`src/vsm_pkg.sv`:
```
// Shared types and constants for the vector similarity measure block.
package vsm_pkg;

    localparam int SAMPLE_BITS = 16;
    localparam int MAX_LENGTH  = 4096;
    localparam int CNT_W       = 13;
    localparam int SUM_W       = 28;
    localparam int EN_W        = 43;
    localparam int CROSS_W     = 44;
    localparam int DIFF_W      = 45;
    localparam int VALUE_W     = 41;
    localparam int MEAS_W      = 2;

    // queue between front and back
    localparam int Q_AW    = 1;
    localparam int Q_DEPTH = 2 ** Q_AW;

    localparam logic [MEAS_W-1:0] MEAS_EUCLID  = 2'd0;
    localparam logic [MEAS_W-1:0] MEAS_NCC     = 2'd1;
    localparam logic [MEAS_W-1:0] MEAS_PEARSON = 2'd2;

    typedef struct packed {
        logic signed [SAMPLE_BITS-1:0] elem_a;
        logic signed [SAMPLE_BITS-1:0] elem_b;
        logic                          last;
    } t_in_item;

    typedef struct packed {
        logic signed [VALUE_W-1:0] value;
        logic                      degenerate;
    } t_out_item;

    // accumulator snapshot taken at the final pair
    typedef struct packed {
        logic        [MEAS_W-1:0]  measure;
        logic        [CNT_W-1:0]   pair_count;
        logic signed [SUM_W-1:0]   sum_first;
        logic signed [SUM_W-1:0]   sum_second;
        logic        [EN_W-1:0]    energy_first;
        logic        [EN_W-1:0]    energy_second;
        logic signed [CROSS_W-1:0] cross_sum;
        logic        [DIFF_W-1:0]  diff_energy;
    } t_snap;

endpackage

```
`src/vsm_fifo.sv`:
```
// Short queue of accumulator snapshots between front and back.
module vsm_fifo (
    input  logic            i_clk,
    input  logic            i_rst_n,
    input  logic            i_push,
    input  vsm_pkg::t_snap  i_data,
    output logic            o_full,
    input  logic            i_pop,
    output logic            o_empty,
    output vsm_pkg::t_snap  o_data
);
    import vsm_pkg::*;

    t_snap             r_mem [Q_DEPTH];
    logic [Q_AW-1:0]   r_wptr, r_rptr;
    logic [Q_AW:0]     r_fill;

    assign o_full  = (r_fill == (Q_AW+1)'(Q_DEPTH));
    assign o_empty = (r_fill == '0);
    assign o_data  = r_mem[r_rptr];

    always_ff @(posedge i_clk) begin
        if (i_push) begin
            r_mem[r_wptr] <= i_data;
        end
    end

    always_ff @(posedge i_clk) begin
        if (!i_rst_n) begin
            r_wptr <= '0;
            r_rptr <= '0;
            r_fill <= '0;
        end else begin
            if (i_push) begin
                r_wptr <= r_wptr + 1'b1;
            end
            if (i_pop) begin
                r_rptr <= r_rptr + 1'b1;
            end
            if (i_push && !i_pop) begin
                r_fill <= r_fill + 1'b1;
            end else if (!i_push && i_pop) begin
                r_fill <= r_fill - 1'b1;
            end
        end
    end

endmodule

```
`config.mk`:
```
export PLATFORM = sky130hd
export DESIGN_NAME = vsm_fifo
export DESIGN_NICKNAME = d
export VERILOG_FILES = /design/src/vsm_pkg.sv /design/src/vsm_fifo.sv
export SDC_FILE = /design/constraint.sdc
export NUM_CORES = 1
export LEC_CHECK = 0
export ABC_CLOCK_PERIOD_IN_PS = 17350
export BUFFER_PORTS_ARGS = -buffer_cell sky130_fd_sc_hd__buf_2
export CAP_MARGIN = 10
export CORE_AREA = 2 2 231 324
export CTS_CLUSTER_SIZE = 14
export DETAILED_ROUTE_END_ITERATION = 6
export DIE_AREA = 0 0 233 326
export PLACE_DENSITY = 0.49
export SLEW_MARGIN = 20
export SYNTH_ARGS = -nofsm -noshare
export SYNTH_HDL_FRONTEND = slang
export SYNTH_SLANG_ARGS = --single-unit
```
`constraint.sdc`:
```
create_clock -name i_clk -period 17.35 [get_ports i_clk]
set_input_delay 2.6025 -clock i_clk [delete_from_list [all_inputs] [get_ports i_clk]]
set_output_delay 2.6025 -clock i_clk [all_outputs]
set_load 0.01 [all_outputs]
```
==> impl_metrics.csv <==
group,metric,value,unit
sta,tightest_slew,1.02,ns
placement,portBuffers,497,
power,power.density,118,nW/um2
synthesis,yosys.cell_types.count,16,
sta,fmax,183,MHz
clock_tree,clk_pin_slew,0.06,ns
sta,setup_violations,0,
synthesis,syn-num-nets,1038,
final_layout,nFillCells,7202,
floorplan,fp.dieH,326,um
clock_tree,cts_tree,"built",
clock_tree,clock_latency,0.59,ns
clock_tree,clock_path_buffers,3,
floorplan,core_area,73400,um2
synthesis,syn-cell-area,18100,um2
routing,drc_errors,0,
synthesis,yosysTopAreaCellShare,81.6,%
placement,place.gp.congestion,0.804,
critical_path,startpoint_type,"register",
routing,ant_nets,0,
final_layout,area_growth,27.7,%
sta,tns,0,ns
run,cap_violations,0,
clock_tree,clock_sinks,497,
critical_path,path_depth,3,
critical_path,crit_fanout,70,
hold_path,hp-start,"r_fill[1]$_SDFFE_PN0P_",
sta,rsz0062_at_grt,"no",
global_route,grtUsageTotal,11.2,%
clock_tree,cts_resized,0,
routing,vias_per_cell,4.01,
synthesis,ys_top_cells_by_area,"edfxtp_1 82%, mux2_2 15%, clkbuf_8 1.5%",
critical_path,slowest_stage,"buf_4",
sta,hold_viol_final,0,
routing,drt_iter0_drc,386,
synthesis,synth_area_per_cell,23.0,um2
critical_path,required,14.75,ns
critical_path,worstPathCellList,"buf_4 > mux2_2 > buf_2",
clock_tree,cts-root-buf,"clkbuf_16",
sta,final.setup.worst_slack,11.90,ns
hold_path,whs_endpoint,"r_fill[1]$_SDFFE_PN0P_",
final_layout,drive_gt1_share,60.9,%
floorplan,die_x,233,um
synthesis,yosys_register_bits,497,
global_route,grt_pass1_vias,10200,
clock_tree,ctsHtreeMaxLevel,2,
synthesis,synth_top_area_cell,"edfxtp_1",
sta,skew,0.0190,ns
floorplan,io_pins,498,
sta,finalCritPeriodShare,31.4,%
critical_path,crit_arrival,2.85,ns
clock_tree,numCtsBuffers,49,
floorplan,design.die.area,76000,um2
routing,drtPass1Iterations,4,
critical_path,cp_top_family,"buffers and inverters",
global_route,grt_overflow,0,
floorplan,num_rows,118,
final_layout,fin_nets,1569,
power,vdd_drop_max,0.0000928,V
hold_path,min_path_type,"register to register",
critical_path,ff2ff_path_depth,2,
routing,routed_wl,44.4,mm
critical_path,cp.buffers_inverters,2,
critical_path,slowest_delay,0.81,ns
placement,place_ws,12.44,ns
sta,maxSlewViolCount,0,
critical_path,crit_path_end_kind,"output pin",
routing,vias,9319,
clock_tree,cts_setup_buffers,0,
routing,avgRoutedWirePerCell,19.1,um
critical_path,r2r-start,"r_wptr$_SDFFE_PN0P_",
placement,dp_hpwl,30.9,mm
hold_path,hold_depth,2,
clock_tree,holdBufCountCts,0,
status,status,"finished clean",
global_route,grt_pass1_wl,63.3,mm
floorplan,start_util,24.7,%
critical_path,rr_endpoint,"r_mem[1][31]$_DFFE_PP_",
global_route,grt_max_degree,74,
synthesis,synthCells,787,
global_route,antenna_found_initial,11,
power,p_leak,0.00842,uW
synthesis,seq_area_frac_synth,82.1,%
synthesis,yosysWarnings,0,
sta,slew_headroom,32.0,%
sta,fin_crit,5.45,ns
critical_path,reg2reg_slack,14.93,ns
critical_path,worstSetupPathType,"register to output pin",
-- worst max path at each step --
stage	to	slack [ns]
floorplan	r_wptr$_SDFFE_PN0P_	3.20
global placement	o_data[139]	12.44
detailed placement	o_data[22]	12.44
CTS	o_data[139]	11.77
global route	o_data[139]	11.68
finish	o_data[139]	11.90
-- where the power goes --
part | leakage [uW] | internal, uW | total, uW | switching [uW]
clock | 0.000775 | 605 | 1050 | 442
sequential | 0.00466 | 1390 | 1410 | 19.2
combinational | 0.00299 | 122 | 267 | 145
total | 0.00842 | 2120 | 2720 | 606
-- final cells by class --
class / count / area [um2] / share of cell area, %
diodes: 4 / 10.0 / 0.0433
clock buffers: 64 / 1350 / 5.82
clock inverters: 27 / 236 / 1.02
inverters: 1 / 3.75 / 0.0162
multi-input cells: 262 / 2890 / 12.5
flip-flops and latches: 497 / 14900 / 64.3
well taps: 960 / 1200 / 5.19
repair buffers: 507 / 2560 / 11.1
-- flip-flops by register name, indices dropped and copies added, names as in the netlist, named ones only --
| register | count |
|---|---|
| r_rptr | 1 |
| r_mem | 492 |
| r_wptr | 1 |
| r_fill | 2 |
-- cells in the final DEF, fill, tap and decap left out, drive strengths merged --
master	instances
o21ai	1
and2	4
dfxtp	5
diode	4
bufinv	4
nor2	1
clkbuf	64
inv	3
xnor2	1
a21boi	1
edfxtp	492
ha	1
xor2	2
buf	507
clkinv	19
clkinvlp	2
o21a	1
mux2	246
or3	1
nor2b	3
-- kinds of logic (layout without fill, tap and decap cells) --
group | after synthesis | after routing | synth area share [%]
AOI/OAI and AO/OA | 3 | 3 | 0.111
xor gates and xnor gates | 3 | 3 | 0.145
adders and majority gates | 1 | 1 | 0.0691
buffers and inverters | 28 | 599 | 1.98
DFF | 497 | 497 | 82.1
muxes | 246 | 246 | 15.3
other | 0 | 4 | 0
and+or+nand+nor | 9 | 9 | 0.297
-- cells in the mapped netlist --
library cell / number
xnor2_1: 1
nor2_1: 1
nor2b_1: 3
xor2_1: 2
o21ai_0: 1
o21a_1: 1
clkbuf_8: 20
buf_6: 7
edfxtp_1: 492
mux2_2: 246
inv_1: 1
and2_1: 4
a21boi_1: 1
ha_1: 1
or3_1: 1
dfxtp_1: 5
-- tightest hold or removal path, stage by stage, from the launching register on --
cell	delay (ns)
dfxtp_1	0.33
o21ai_0	0.08
a21boi_1	0.06
-- through the flow --
stage,instance area (um2),std cells,hold WS [ns],total power [uW],util (%)
after floorplan,18100,787,0.466,1600,-
after global placement,21500,2227,0.477,1700,29.4
after detailed placement,21500,2227,0.501,1710,29.4
after CTS,23100,2318,0.519,2770,31.5
after global routing,23100,2322,0.550,2840,31.5
final,23100,2322,0.513,2720,31.5
-- metal layers --
layer  wire [um]  track usage [%]  share of wire, %  up-vias
met3        3550             3.84               8.0       91
li1            -                -                 -     4219
met4        1510             4.79               3.4        8
met5          50                0              0.11        -
met1       15400             11.0                35     4659
met2       23900             21.0                54      342
(Power assumes the default switching activity.)
