## config.mk

```make
export PLATFORM = sky130hd
export DESIGN_NAME = vsm_front
export DESIGN_NICKNAME = d
export VERILOG_FILES = /design/src/vsm_pkg.sv /design/src/vsm_front.sv
export SDC_FILE = /design/constraint.sdc
export NUM_CORES = 2
export LEC_CHECK = 0
export ABC_AREA = 1
export BUFFER_PORTS_ARGS = -buffer_cell sky130_fd_sc_hd__buf_2
export CAP_MARGIN = 30
export CORE_ASPECT_RATIO = 0.8
export CORE_MARGIN = 1
export CORE_UTILIZATION = 60
export DETAILED_ROUTE_END_ITERATION = 12
export PLACE_DENSITY = 0.78
export SYNTH_ARGS = -nofsm -noshare
export SYNTH_HDL_FRONTEND = slang
export SYNTH_SLANG_ARGS = --single-unit
```

## constraint.sdc

```tcl
create_clock -name i_clk -period 13.2 [get_ports i_clk]
set_input_delay 1.98 -clock i_clk [delete_from_list [all_inputs] [get_ports i_clk]]
set_output_delay 1.98 -clock i_clk [all_outputs]
set_load 0.03 [all_outputs]
```

## src/vsm_pkg.sv

```systemverilog
// Shared types and constants for the vector similarity measure block.
package vsm_pkg;

    localparam int SAMPLE_BITS = 16;
    localparam int MAX_LENGTH  = 4096;
    localparam int CNT_W       = 13;
    localparam int SUM_W       = 28;
    localparam int EN_W        = 43;
    localparam int CROSS_W     = 44;
    localparam int DIFF_W      = 45;
    localparam int VALUE_W     = 41;
    localparam int MEAS_W      = 2;

    // queue between front and back
    localparam int Q_AW    = 1;
    localparam int Q_DEPTH = 2 ** Q_AW;

    localparam logic [MEAS_W-1:0] MEAS_EUCLID  = 2'd0;
    localparam logic [MEAS_W-1:0] MEAS_NCC     = 2'd1;
    localparam logic [MEAS_W-1:0] MEAS_PEARSON = 2'd2;

    typedef struct packed {
        logic signed [SAMPLE_BITS-1:0] elem_a;
        logic signed [SAMPLE_BITS-1:0] elem_b;
        logic                          last;
    } t_in_item;

    typedef struct packed {
        logic signed [VALUE_W-1:0] value;
        logic                      degenerate;
    } t_out_item;

    // accumulator snapshot taken at the final pair
    typedef struct packed {
        logic        [MEAS_W-1:0]  measure;
        logic        [CNT_W-1:0]   pair_count;
        logic signed [SUM_W-1:0]   sum_first;
        logic signed [SUM_W-1:0]   sum_second;
        logic        [EN_W-1:0]    energy_first;
        logic        [EN_W-1:0]    energy_second;
        logic signed [CROSS_W-1:0] cross_sum;
        logic        [DIFF_W-1:0]  diff_energy;
    } t_snap;

endpackage

```

## src/vsm_front.sv

```systemverilog
// Front end: accepts sample pairs and accumulates the vector statistics.
module vsm_front (
    input  logic                 i_clk,
    input  logic                 i_rst_n,
    input  logic                 i_in_valid,
    output logic                 o_in_stall,
    input  vsm_pkg::t_in_item    i_in_data,
    input  logic [1:0]           i_measure,
    input  logic                 i_q_full,
    output logic                 o_q_push,
    output vsm_pkg::t_snap       o_q_data
);
    import vsm_pkg::*;

    logic [CNT_W-1:0]          r_count, n_count;
    logic signed [SUM_W-1:0]   r_sa, n_sa, r_sb, n_sb;
    logic [EN_W-1:0]           r_ea, n_ea, r_eb, n_eb;
    logic signed [CROSS_W-1:0] r_sab, n_sab;
    logic [DIFF_W-1:0]         r_ed, n_ed;

    logic                      w_accept;
    logic signed [16:0]        w_diff;
    logic signed [31:0]        w_aa, w_bb, w_ab;
    logic signed [33:0]        w_dd;

    assign w_accept   = i_in_valid && !i_q_full;
    assign o_in_stall = i_q_full;

    // per-beat products
    assign w_diff = {i_in_data.elem_a[15], i_in_data.elem_a}
                  - {i_in_data.elem_b[15], i_in_data.elem_b};
    assign w_aa   = i_in_data.elem_a * i_in_data.elem_a;
    assign w_bb   = i_in_data.elem_b * i_in_data.elem_b;
    assign w_ab   = i_in_data.elem_a * i_in_data.elem_b;
    assign w_dd   = w_diff * w_diff;

    // accumulate while below the length limit
    always_comb begin
        n_count = r_count;
        n_sa    = r_sa;
        n_sb    = r_sb;
        n_ea    = r_ea;
        n_eb    = r_eb;
        n_sab   = r_sab;
        n_ed    = r_ed;
        if (r_count < CNT_W'(MAX_LENGTH)) begin
            n_count = r_count + 1'b1;
            n_sa    = r_sa + SUM_W'(i_in_data.elem_a);
            n_sb    = r_sb + SUM_W'(i_in_data.elem_b);
            n_ea    = r_ea + EN_W'($unsigned(w_aa));
            n_eb    = r_eb + EN_W'($unsigned(w_bb));
            n_sab   = r_sab + CROSS_W'(w_ab);
            n_ed    = r_ed + DIFF_W'($unsigned(w_dd));
        end
    end

    // snapshot to the queue on the final pair
    assign o_q_push               = w_accept && i_in_data.last;
    assign o_q_data.measure       = i_measure;
    assign o_q_data.pair_count    = n_count;
    assign o_q_data.sum_first     = n_sa;
    assign o_q_data.sum_second    = n_sb;
    assign o_q_data.energy_first  = n_ea;
    assign o_q_data.energy_second = n_eb;
    assign o_q_data.cross_sum     = n_sab;
    assign o_q_data.diff_energy   = n_ed;

    always_ff @(posedge i_clk) begin
        if (!i_rst_n || (w_accept && i_in_data.last)) begin
            r_count <= '0;
            r_sa    <= '0;
            r_sb    <= '0;
            r_ea    <= '0;
            r_eb    <= '0;
            r_sab   <= '0;
            r_ed    <= '0;
        end else if (w_accept) begin
            r_count <= n_count;
            r_sa    <= n_sa;
            r_sb    <= n_sb;
            r_ea    <= n_ea;
            r_eb    <= n_eb;
            r_sab   <= n_sab;
            r_ed    <= n_ed;
        end
    end

endmodule

```

==> results by group <==
Outcome
  – Status: completed

Floorplan
  – Core area: about 110000 um2
  – I/O pin count: ~290
  – Rows: about 110
  – Starting Density: 60.6%
  – Full die area: between 100000 and 150000 um2
  – Die W: 376 um
  – Die Y: 301 um

STA
  – Worst hold slack: between 0.4 and 0.5 ns
  – RSZ-0062 raised after global routing: no
  – Clock Skews: 0.0295 ns
  – Worst-Margin Slew: 1.03 ns
  – Setup TNS: 0 ns
  – Finish-stage setup viols: 0
  – Number of hold violations in the final report: 0
  – Max-slew headroom: 30.4%
  – Peak Freq: 0.0781 GHz
  – Fin. max-slew vios: 0
  – Fin crit share: between 90% and 100%
  – Fin crit period: 12.80 ns

Clock tree
  – Clk root buf: clkbuf_16
  – Clock Sinks: about 240
  – Cts bufs inserted: 36
  – H-tree levels: 2
  – Maximum clock path buffer count: 3
  – Clock transition at path regs: about 0.060 ns
  – CTS tree: built
  – Clk_lat worst skew: slightly above 0.6 ns
  – CTS Hold Bufs: 0

Worst hold path
  – Hold/Removal Path Class: flop to flop
  – Worst hold start: r_ea[0]
  – Hold path cells: 2
  – Worst Hold Path EP: r_ea[0]

Run
  – Max Cap Viol: 0

Synthesis
  – Post-synth EDFFs: 0
  – Top cell type's share of synthesized area: roughly 33%
  – Yosys synthesis warning count: 0
  – Post-Synth XOR/XNOR Area: roughly 2.3%
  – Synth top area cells: fa_1, inv_1, nand2_1
  – Multiplexer area fraction after synthesis: 0%
  – Most used DFF post-synth: dfxtp_1
  – Synth Area in Adders: a little over two fifths
  – Register bit total from synthesis: approximately 240
  – Synth cell types: 58
  – Cell taking the most area after synthesis: fa_1
  – Largest family of logic cells by synthesized area: adder cells
  – Synth Instances: 9730
  – Post-synthesis compound-gate area fraction: slightly below 8%
  – Sequential area share after synthesis: approximately 7.3%
  – Mean area per synthesized cell: 6.90 um2
  – Simple-gate share of the synthesized area: 24.0%
  – Mapped Area: roughly 67000 um2
  – Synth Net Count: about 11000
  – Ys async rst share: 0%

Routing
  – ANT nets after route: 0
  – Pre-antenna DRT Iters: 10
  – Routed vias/inst: between 5 and 6
  – Post-Route WL: approximately 230000 um
  – DRC violations left: 0
  – Iter 0 DRT Violations: approximately 6700
  – Routed via count: ~63000
  – WL per Instance: 20.0 um

Setup path
  – Critical path's slowest cell: fa_1
  – FF-to-FF End: r_sab[34]
  – CP max stage delay: between 0.5 and 0.6 ns
  – Worst path required time: roughly 11 ns
  – Data arrival, critical path: 10.82 ns
  – CP Max Fanout: 5
  – R2R depth: 21
  – Startpoint types: input pin
  – Most Frequent Cell on Critical Path: nand2_1
  – Critical Path Sink Type: output port
  – Reg2Reg Setup Slack: just under 8 ns
  – Crit Path Category: input pin to output port
  – R2r startpoint: r_sab[15]

GRT
  – M1 GR Usage: approximately three fifths
  – Number of global-route vias before repair: just over 60000
  – Total track usage: 41.0%
  – Largest net degree at the start of global routing: about 190
  – Initial antenna violation count: 13
  – Gr busiest metal: met1
  – Global-route wire length before repair: about 360000 um
  – Grt met2 use: slightly below 60%
  – Grt met3 use: between 10% and 20%
  – Global route total overflow: 0

Placement
  – GP Congestion: around 1.0
  – Hpwl dp: between 150000 and 200000 um
  – Port bufs: roughly 280

Final layout
  – Share of layout cells above drive strength 1: between 6 and 7%
  – Nets: ~12000
  – Area Growth Syn to Fin: 7.14%
==> placed cells by master, fill, tap and decap left out, types with 5 or more instances in the layout <==
master / count
a211oi_1: 17
a21boi_0: 10
a21o_1: 18
a21oi_1: 438
a21oi_2: 5
a31oi_1: 5
buf_2: 282
buf_4: 110
bufinv_16: 7
clkbuf_1: 7
clkbuf_16: 37
clkbuf_8: 5
dfxtp_1: 243
fa_1: 1097
ha_1: 557
ha_2: 6
inv_1: 2469
inv_2: 19
inv_4: 5
nand2_1: 2416
nand2_2: 11
nand2_4: 9
nand3_1: 493
nand3_2: 9
nand3b_1: 32
nand4_1: 79
nor2_1: 746
nor2_2: 19
nor3_1: 70
nor4_1: 11
o211ai_1: 19
o21a_1: 6
o21ai_0: 356
o21ai_1: 22
o21bai_1: 48
or2_1: 5
or2_2: 29
xnor2_1: 50
xor2_1: 110
==> critical path: cells and delay by family <==
| family | cells | cell delay [ns] |
|---|---|---|
| compound gates | 4 | 1.04 |
| xor+xnor | 1 | 0.21 |
| fa+ha+maj | 9 | 4.27 |
| buf+inv | 10 | 1.19 |
| simple gates | 16 | 2.10 |
==> flip-flops by register name, summed over array words and instances, names as in the netlist <==
register / count
r_ea: 43
r_sa: 28
r_eb: 43
r_sb: 28
r_ed: 45
r_sab: 44
r_count: 13
==> kinds of logic after synthesis <==
logic type / count (synthesis)
buf+inv: 2752
compound gates: 964
fa+ha+maj: 1662
flops: 244
simple gates: 3943
xor+xnor: 165
==> cell type report <==
| cell class | instances | area [um2] |
|---|---|---|
| antenna | 3 | 7.51 |
| clock inverter | 17 | 309 |
| clock buffer | 49 | 1020 |
| sequential | 244 | 4890 |
| tap | 1498 | 1870 |
| timing repair buffer | 400 | 2370 |
| inverter | 2499 | 9410 |
| multi-input combinational | 6735 | 52100 |
| fill | 10100 | 38800 |
==> how the worst max path moves through the flow <==
stage / startpoint / endpoint / slack, ns / cells after the start
after CTS: i_in_data[17] / o_q_data[33] / 0.08 / 42
after global routing: i_in_data[3] / o_q_data[38] / 0.004 / 42
after global placement: i_in_data[17] / o_q_data[35] / 0.22 / 38
after detailed placement: i_in_data[17] / o_q_data[33] / 0.13 / 42
final: i_in_data[11] / o_q_data[23] / 0.40 / 40
after floorplan: i_in_data[17] / o_q_data[33] / 1.31 / 37
==> metal layers <==
metal | part of all wire [%] | vias up | wire [um]
met2 | 41 | 3081 | 92900
li1 | - | 29400 | -
met3 | 13 | 388 | 30200
met4 | 2.5 | 14 | 5700
met1 | 44 | 30400 | 100000
met5 | 0.22 | - | 501
==> what timing repair did <==
| action | in CTS | in global routing |
|---|---|---|
| setup endpoints to repair | 0 | 26 |
| buffers inserted | 0 | 4 |
| endpoints found under the hold margin | 0 | 0 |
| resized for setup | 0 | 53 |
==> stage by stage <==
stage	area (um2)	util, %	setup slack (ns)	instances
floorplan	67200	-	1.31	9730
global placement	70300	63.5	0.225	11400
detailed placement	70300	63.5	0.127	11400
CTS	71600	64.7	0.0757	11400
global route	71900	65.0	0.00383	11400
finish	71900	65.0	0.404	11400
==> synthesized netlist by cell type (all sizes together) (48+ instances only) <==
cell       n
inv     2497
nand2   2436
fa      1099
nor2     767
ha       563
nand3    503
a21oi    443
o21ai    381
dfxtp    244
clkbuf   188
xor2     113
nand4     79
nor3      75
buf       65
xnor2     51
o21bai    48
Power is not shown: default switching activity piles up to over one toggle a cycle in this logic, so the estimate is an artifact.
