==> config.mk <==
export PLATFORM = sky130hd
export DESIGN_NAME = vsm_back
export DESIGN_NICKNAME = d
export VERILOG_FILES = /design/src/vsm_pkg.sv /design/src/vsm_back.sv
export SDC_FILE = /design/constraint.sdc
export NUM_CORES = 2
export LEC_CHECK = 0
export BUFFER_PORTS_ARGS = -buffer_cell sky130_fd_sc_hd__clkbuf_2
export CORE_ASPECT_RATIO = 0.75
export CORE_MARGIN = 5
export CORE_UTILIZATION = 40
export DETAILED_ROUTE_END_ITERATION = 7
export GPL_TIMING_DRIVEN = 0
export SYNTH_ARGS = -nofsm -noshare
export SYNTH_HDL_FRONTEND = slang
export SYNTH_SLANG_ARGS = --single-unit
==> constraint.sdc <==
create_clock -name i_clk -period 24.3 [get_ports i_clk]
set_input_delay 0 -clock i_clk [delete_from_list [all_inputs] [get_ports i_clk]]
set_output_delay 0 -clock i_clk [all_outputs]
set_load 0.005 [all_outputs]
==> src/vsm_pkg.sv <==
// Shared types and constants for the vector similarity measure block.
package vsm_pkg;

    localparam int SAMPLE_BITS = 16;
    localparam int MAX_LENGTH  = 4096;
    localparam int CNT_W       = 13;
    localparam int SUM_W       = 28;
    localparam int EN_W        = 43;
    localparam int CROSS_W     = 44;
    localparam int DIFF_W      = 45;
    localparam int VALUE_W     = 41;
    localparam int MEAS_W      = 2;

    // queue between front and back
    localparam int Q_AW    = 1;
    localparam int Q_DEPTH = 2 ** Q_AW;

    localparam logic [MEAS_W-1:0] MEAS_EUCLID  = 2'd0;
    localparam logic [MEAS_W-1:0] MEAS_NCC     = 2'd1;
    localparam logic [MEAS_W-1:0] MEAS_PEARSON = 2'd2;

    typedef struct packed {
        logic signed [SAMPLE_BITS-1:0] elem_a;
        logic signed [SAMPLE_BITS-1:0] elem_b;
        logic                          last;
    } t_in_item;

    typedef struct packed {
        logic signed [VALUE_W-1:0] value;
        logic                      degenerate;
    } t_out_item;

    // accumulator snapshot taken at the final pair
    typedef struct packed {
        logic        [MEAS_W-1:0]  measure;
        logic        [CNT_W-1:0]   pair_count;
        logic signed [SUM_W-1:0]   sum_first;
        logic signed [SUM_W-1:0]   sum_second;
        logic        [EN_W-1:0]    energy_first;
        logic        [EN_W-1:0]    energy_second;
        logic signed [CROSS_W-1:0] cross_sum;
        logic        [DIFF_W-1:0]  diff_energy;
    } t_snap;

endpackage

==> src/vsm_back.sv <==
// Back end: serial multiply, square root and divide sequencer per vector.
module vsm_back (
    input  logic               i_clk,
    input  logic               i_rst_n,
    input  logic               i_q_empty,
    input  vsm_pkg::t_snap     i_q_data,
    output logic               o_q_pop,
    output logic               o_out_valid,
    input  logic               i_out_stall,
    output vsm_pkg::t_out_item o_out_data
);
    import vsm_pkg::*;

    localparam int OP_W   = 56;
    localparam int ACC_W  = 2 * OP_W;
    localparam int REM_W  = 58;
    localparam int QUO_W  = 18;
    localparam int DVD_W  = 74;

    localparam logic [3:0] S_IDLE   = 4'd0;
    localparam logic [3:0] S_DISP   = 4'd1;
    localparam logic [3:0] S_SETUP  = 4'd2;
    localparam logic [3:0] S_MUL    = 4'd3;
    localparam logic [3:0] S_STORE  = 4'd4;
    localparam logic [3:0] S_CHECK  = 4'd5;
    localparam logic [3:0] S_SQRT   = 4'd6;
    localparam logic [3:0] S_DIVSET = 4'd7;
    localparam logic [3:0] S_DIV    = 4'd8;
    localparam logic [3:0] S_FINISH = 4'd9;

    // product steps
    localparam logic [2:0] P_NSAB = 3'd0;
    localparam logic [2:0] P_SASB = 3'd1;
    localparam logic [2:0] P_NEA  = 3'd2;
    localparam logic [2:0] P_SASA = 3'd3;
    localparam logic [2:0] P_NEB  = 3'd4;
    localparam logic [2:0] P_SBSB = 3'd5;
    localparam logic [2:0] P_PQ   = 3'd6;

    logic [3:0]               r_state;
    logic [2:0]               r_step;
    logic [5:0]               r_cnt;
    t_snap                    r_snap;
    logic [ACC_W-1:0]         r_acc;
    logic [OP_W-1:0]          r_mc, r_mp;
    logic                     r_neg;
    logic signed [REM_W-1:0]  r_t, r_num;
    logic [OP_W-1:0]          r_p, r_q;
    logic [ACC_W-1:0]         r_rad;
    logic [REM_W-1:0]         r_rem;
    logic [OP_W-1:0]          r_root;
    logic [QUO_W-1:0]         r_dlo, r_quo;
    logic signed [VALUE_W-1:0] r_val;
    logic                     r_degen;
    logic                     r_out_valid;
    t_out_item                r_out;

    logic [SUM_W-1:0]         w_abs_sa, w_abs_sb;
    logic [CROSS_W-1:0]       w_abs_sab;
    logic [OP_W:0]            w_mul_sum;
    logic [REM_W-1:0]         w_prod;
    logic signed [REM_W-1:0]  w_sprod, w_vdiff;
    logic [REM_W+1:0]         w_sq_t, w_sq_c;
    logic                     w_sq_ge;
    logic [OP_W-1:0]          w_root_nx;
    logic [OP_W:0]            w_rnd;
    logic [REM_W-1:0]         w_mag, w_dv_t, w_dv_d;
    logic [DVD_W-1:0]         w_dvd;
    logic                     w_dv_ge;
    logic [QUO_W-1:0]         w_quo_nx;
    logic [16:0]              w_qmag;
    logic                     w_out_free;

    // operand magnitudes; the most negative value reads correctly as unsigned
    assign w_abs_sa  = r_snap.sum_first[SUM_W-1]  ? -r_snap.sum_first  : r_snap.sum_first;
    assign w_abs_sb  = r_snap.sum_second[SUM_W-1] ? -r_snap.sum_second : r_snap.sum_second;
    assign w_abs_sab = r_snap.cross_sum[CROSS_W-1] ? -r_snap.cross_sum : r_snap.cross_sum;

    // shift-add multiplier step
    assign w_mul_sum = {1'b0, r_acc[ACC_W-1:OP_W]} + (r_mp[0] ? {1'b0, r_mc} : '0);
    assign w_prod    = r_acc[REM_W-1:0];
    assign w_sprod   = r_neg ? -$signed(w_prod) : $signed(w_prod);
    assign w_vdiff   = r_t - $signed(w_prod);

    // restoring square root step, two radicand bits per cycle
    assign w_sq_t    = {r_rem, r_rad[ACC_W-1:ACC_W-2]};
    assign w_sq_c    = {2'b00, r_root, 2'b01};
    assign w_sq_ge   = (w_sq_t >= w_sq_c);
    assign w_root_nx = {r_root[OP_W-2:0], w_sq_ge};
    assign w_rnd     = ({1'b0, w_root_nx} + 1'b1) >> 1;

    // restoring divide step
    assign w_mag     = r_num[REM_W-1] ? $unsigned(-r_num) : $unsigned(r_num);
    assign w_dvd     = DVD_W'({w_mag[OP_W-1:0], 16'h0000}) + DVD_W'(r_root[OP_W-1:1]);
    assign w_dv_t    = {r_rem[REM_W-2:0], r_dlo[QUO_W-1]};
    assign w_dv_d    = {2'b00, r_root};
    assign w_dv_ge   = (w_dv_t >= w_dv_d);
    assign w_quo_nx  = {r_quo[QUO_W-2:0], w_dv_ge};
    assign w_qmag    = (w_quo_nx > QUO_W'(65536)) ? 17'h10000 : w_quo_nx[16:0];

    assign w_out_free = !r_out_valid || !i_out_stall;
    assign o_q_pop    = (r_state == S_IDLE) && !i_q_empty;

    // sequencer
    always_ff @(posedge i_clk) begin
        if (!i_rst_n) begin
            r_state <= S_IDLE;
        end else begin
            case (r_state)
                S_IDLE: begin
                    if (!i_q_empty) begin
                        r_snap  <= i_q_data;
                        r_state <= S_DISP;
                    end
                end
                S_DISP: begin
                    r_degen <= 1'b0;
                    r_val   <= '0;
                    r_rem   <= '0;
                    r_root  <= '0;
                    r_cnt   <= '0;
                    case (r_snap.measure)
                        MEAS_EUCLID: begin
                            r_rad   <= ACC_W'({r_snap.diff_energy, 34'h0});
                            r_state <= S_SQRT;
                        end
                        MEAS_NCC: begin
                            r_num   <= REM_W'(r_snap.cross_sum);
                            r_p     <= OP_W'(r_snap.energy_first);
                            r_q     <= OP_W'(r_snap.energy_second);
                            r_state <= S_CHECK;
                        end
                        MEAS_PEARSON: begin
                            r_step  <= P_NSAB;
                            r_state <= S_SETUP;
                        end
                        default: begin
                            r_state <= S_FINISH;
                        end
                    endcase
                end
                S_SETUP: begin
                    r_acc <= '0;
                    r_cnt <= '0;
                    r_neg <= 1'b0;
                    case (r_step)
                        P_NSAB: begin
                            r_mc  <= OP_W'(r_snap.pair_count);
                            r_mp  <= OP_W'(w_abs_sab);
                            r_neg <= r_snap.cross_sum[CROSS_W-1];
                        end
                        P_SASB: begin
                            r_mc  <= OP_W'(w_abs_sa);
                            r_mp  <= OP_W'(w_abs_sb);
                            r_neg <= r_snap.sum_first[SUM_W-1] ^ r_snap.sum_second[SUM_W-1];
                        end
                        P_NEA: begin
                            r_mc <= OP_W'(r_snap.pair_count);
                            r_mp <= OP_W'(r_snap.energy_first);
                        end
                        P_SASA: begin
                            r_mc <= OP_W'(w_abs_sa);
                            r_mp <= OP_W'(w_abs_sa);
                        end
                        P_NEB: begin
                            r_mc <= OP_W'(r_snap.pair_count);
                            r_mp <= OP_W'(r_snap.energy_second);
                        end
                        P_SBSB: begin
                            r_mc <= OP_W'(w_abs_sb);
                            r_mp <= OP_W'(w_abs_sb);
                        end
                        default: begin
                            r_mc <= r_p;
                            r_mp <= r_q;
                        end
                    endcase
                    r_state <= S_MUL;
                end
                S_MUL: begin
                    r_acc <= {w_mul_sum, r_acc[OP_W-1:1]};
                    r_mp  <= r_mp >> 1;
                    r_cnt <= r_cnt + 1'b1;
                    if (r_cnt == 6'(OP_W - 1)) begin
                        r_state <= S_STORE;
                    end
                end
                S_STORE: begin
                    r_step  <= r_step + 1'b1;
                    r_state <= S_SETUP;
                    case (r_step)
                        P_NSAB: r_t   <= w_sprod;
                        P_SASB: r_num <= r_t - w_sprod;
                        P_NEA:  r_t   <= $signed(w_prod);
                        P_SASA: r_p   <= w_vdiff[REM_W-1] ? '0 : OP_W'(w_vdiff);
                        P_NEB:  r_t   <= $signed(w_prod);
                        P_SBSB: begin
                            r_q     <= w_vdiff[REM_W-1] ? '0 : OP_W'(w_vdiff);
                            r_state <= S_CHECK;
                        end
                        default: begin
                            r_rad   <= r_acc;
                            r_rem   <= '0;
                            r_root  <= '0;
                            r_cnt   <= '0;
                            r_state <= S_SQRT;
                        end
                    endcase
                end
                S_CHECK: begin
                    // a zero energy or variance term forces a zero, degenerate result
                    if (r_p == '0 || r_q == '0) begin
                        r_degen <= 1'b1;
                        r_val   <= '0;
                        r_state <= S_FINISH;
                    end else begin
                        r_step  <= P_PQ;
                        r_state <= S_SETUP;
                    end
                end
                S_SQRT: begin
                    r_rem  <= w_sq_ge ? REM_W'(w_sq_t - w_sq_c) : REM_W'(w_sq_t);
                    r_root <= w_root_nx;
                    r_rad  <= r_rad << 2;
                    r_cnt  <= r_cnt + 1'b1;
                    if (r_cnt == 6'(OP_W - 1)) begin
                        if (r_snap.measure == MEAS_EUCLID) begin
                            r_val   <= (w_rnd > (OP_W+1)'(41'h0FF_FFFF_FFFF))
                                     ? VALUE_W'(41'h0FF_FFFF_FFFF) : VALUE_W'(w_rnd);
                            r_state <= S_FINISH;
                        end else begin
                            r_state <= S_DIVSET;
                        end
                    end
                end
                S_DIVSET: begin
                    if (r_root == '0) begin
                        r_degen <= 1'b1;
                        r_val   <= '0;
                        r_state <= S_FINISH;
                    end else begin
                        r_rem   <= REM_W'(w_dvd >> QUO_W);
                        r_dlo   <= w_dvd[QUO_W-1:0];
                        r_quo   <= '0;
                        r_cnt   <= '0;
                        r_state <= S_DIV;
                    end
                end
                S_DIV: begin
                    r_rem <= w_dv_ge ? (w_dv_t - w_dv_d) : w_dv_t;
                    r_dlo <= r_dlo << 1;
                    r_quo <= w_quo_nx;
                    r_cnt <= r_cnt + 1'b1;
                    if (r_cnt == 6'(QUO_W - 1)) begin
                        r_val   <= r_num[REM_W-1] ? -VALUE_W'(w_qmag) : VALUE_W'(w_qmag);
                        r_state <= S_FINISH;
                    end
                end
                S_FINISH: begin
                    if (w_out_free) begin
                        r_state <= S_IDLE;
                    end
                end
                default: begin
                    r_state <= S_IDLE;
                end
            endcase
        end
    end

    // output register
    always_ff @(posedge i_clk) begin
        if (!i_rst_n) begin
            r_out_valid <= 1'b0;
        end else if (r_state == S_FINISH && w_out_free) begin
            r_out_valid <= 1'b1;
        end else if (!i_out_stall) begin
            r_out_valid <= 1'b0;
        end
    end

    always_ff @(posedge i_clk) begin
        if (r_state == S_FINISH && w_out_free) begin
            r_out.value      <= r_val;
            r_out.degenerate <= r_degen;
        end
    end

    assign o_out_valid = r_out_valid;
    assign o_out_data  = r_out;

endmodule

==> results.py <==
metrics = {
    "timing": {
        "tightest_slew_ns": 1.53,
        "slew_headroom_pct": -2.94,
        "max_freq_mhz": 85.9,
        "hold-worst-slack_ns": 0.0363,
        "skew_ns": 0.0634,
        "fin_crit_ns": 11.64,
        "rsz0062_at_grt": "false",
        "post-route-worst-setup-slack_ns": 12.66,
        "hold_violations": 0,
        "final_max_slew_viol_count": 7,
        "finalCritPeriodShare_pct": 47.9,
        "finalSetupViolCount": 0,
    },
    "floorplan": {
        "initial_utilization_pct": 40.2,
        "placementRows": 130,
        "core_sq_um": 167000,
        "die_y_um": 365,
        "die_width_um": 483,
        "die-area_sq_um": 176000,
        "io_pins": 294,
    },
    "logic_synthesis": {
        "synth_top_family_by_area": "compound AO/OA/AOI/OAI gates",
        "synth_top_area_share_pct": 47.0,
        "syn_area_per_cell_sq_um": 9.99,
        "synth_area_sq_um": 67200,
        "synth_compound_area_share_pct": 19.3,
        "ys.flop_type": "edfxtp_1",
        "synth_fa_ha_area_share_pct": 6.43,
        "synth_xor_area_share_pct": 7.80,
        "yosysMostFrequentCell": "edfxtp_1",
        "synth-seq-cells": 1057,
        "yosys-top-cells-count": "edfxtp_1 (1,052), nand2_1 (616), nor2_1 (611)",
        "synth-simple-area-share_pct": 14.8,
        "yosysSeqAreaShare_pct": 47.2,
        "syn-num-nets": 7317,
        "synthCells": 6725,
        "ys_top_cells_by_area": "edfxtp_1 (47%), ha_1 (6.3%), xnor2_1 (5.5%)",
        "yosysUniqueCellTypes": 96,
        "synthArstFlopShare_pct": 0,
        "yosysTopAreaCell": "edfxtp_1",
        "synth.area.mux_share_pct": 1.44,
        "synth-edff-count": 1052,
        "ys.warnings.count": 0,
    },
    "grt": {
        "antenna_found_initial": 34,
        "grt_max_degree": 59,
        "grt_pass1_vias": 57168,
        "grt_pass1_wl_um": 432000,
        "grtUsageTotal_pct": 34.0,
        "gr-total-overflow": 0,
    },
    "power": {
        "p_leak_nw": 30.4,
        "vdd_ir_drop_max_uv": 66.2,
        "finalPower_w": 0.00790,
        "powerDensity_nw_per_um2": 97.1,
    },
    "min_path": {
        "hp-class": "in2reg",
    },
    "route": {
        "vias": 62377,
        "ant_nets": 0,
        "wire_per_inst_um": 31.2,
        "first_pass_iters": 7,
        "drt-initial-drc-count": 9051,
        "viasPerCell": 6.21,
        "routed_wl_um": 314000,
        "drc": 0,
    },
    "cts": {
        "cts_tree": "built",
        "cts.sinks": 1057,
        "cts_setup_buffers": 0,
        "clockBufferDepth": 3,
        "path_clk_slew_ns": 0.07,
        "cts_made_buffers": 110,
        "cts-resized-gates": 0,
        "clkLatencyLatePin_ns": 0.80,
        "h-tree-depth": 3,
        "cts_root_buffer": "clkbuf_16",
    },
    "worst_setup_path": {
        "max_stage_delay_ns": 0.94,
        "worst-path-buf-inv": 8,
        "crit_arrival_ns": 12.08,
        "cp.required_ns": 24.74,
        "critPathSlowestCell": "nor4_1",
        "path_common_cell": "clkbuf_1",
        "critPathMaxFanout": 10,
        "critPathCaptureType": "flop",
        "crit_family": "simple AND/OR/NAND/NOR gates",
        "cp-start-kind": "flop",
        "criticalPathCategory": "reg2reg",
    },
    "place": {
        "io_buffers": 293,
        "pre_cts_slack_ns": 13.36,
        "dpl.hpwl_um": 248000,
        "place.gp.congestion": 1.03,
    },
    "run_status": {
        "violations": "max-capacitance violations, max-slew violations",
        "status": "finished with violations",
    },
    "job": {
        "cap_violations": 3,
    },
    "layout": {
        "syn_to_final_growth_pct": 21.1,
        "finish.net_count": 8282,
        "layout-drive-gt1-share_pct": 8.20,
    },
}
==> metal layers <==
layer	vias to the layer above	global-route usage [%]	routed length (um)
li1	27207	-	-
met2	3948	44.5	118000
met3	630	14.5	45500
met4	10	12.8	14700
met5	-	0.725	70
met1	30582	49.1	135000
==> cells in the final DEF, fill, tap and decap left out, types with 44 or more instances in the layout <==
cell type         n
o21bai_1         57
nor4_1           78
nand4_1          97
a221oi_1         44
edfxtp_1       1052
xor2_1          173
dlygate4sd3_1   490
nand2b_1         54
a22o_1          105
xnor2_1         425
a31oi_1          65
inv_1           233
clkbuf_16       110
nor3_1           80
a21o_1          188
nand2_1         616
a21oi_1         504
nand3_1         131
nor2_1          609
and3_1           88
clkbuf_1        277
clkbuf_2        298
ha_1            337
nor2b_1          46
o21a_1           52
or3_1            60
and2_1           81
mux2i_1          93
o31ai_1         102
o21ai_0         488
==> area by class of cell <==
cell class,count,area (sq um)
diodes,15,37.5
plain buffers,314,1210
clock buffers,121,2790
clock inverters,83,1100
fillers,15533,85900
inverters,241,905
multi-input cells,5113,33500
flip-flops and latches,1057,31700
well taps,2244,2810
repair buffers,853,7320
==> what timing repair did <==
action / CTS / global route
hold buffers: 490 / 0
endpoints found under the hold margin: 337 / 0
setup endpoints to repair: 0 / 0
==> metrics by stage <==
step / cells / setup TNS (ns) / cell area (sq um) / util (%)
final: 10041 / 0 / 81400 / 48.7
after global routing: 10031 / 0 / 81300 / 48.6
after detailed placement: 9330 / 0 / 72500 / 43.4
after global placement: 9262 / -647.22 / 71500 / 42.7
after CTS: 10024 / 0 / 81300 / 48.6
after floorplan: 6725 / 0 / 67200 / -
==> path summary, 6_finish.rpt <==
path	start	to	slack, ns	depth (start not counted)
worst min-delay path	i_q_data[80]	r_snap[80]	0.04	2
worst max-delay path	r_root[26]	r_val[32]	12.66	26
worst min register to register	r_val[36]	o_out_data[37]	0.41	0
worst max register to register	r_root[26]	r_val[32]	12.66	26
==> registers in the layout, summed over array words and instances (netlist names), 4 cells and up <==
signal / cells
r_dlo: 18
r_t: 58
r_p: 56
r_state: 4
r_rem: 58
r_quo: 17
r_val: 41
r_num: 57
r_mc: 56
r_mp: 56
r_root: 56
r_q: 56
r_snap: 246
r_acc: 112
r_cnt: 6
o_out_data: 42
r_rad: 112
==> power breakdown <==
part,internal (W),switching [W]
clock,0.00106,0.000812
combinational,0.00110,0.00222
sequential,0.00241,0.000297
==> logic make-up after synthesis <==
family          Yosys count
compound gates         1995
xor+xnor                598
fa+ha+maj               342
buf+inv                 555
flops                  1057
mux                      96
simple gates           2082
(Power assumes the default switching activity.)
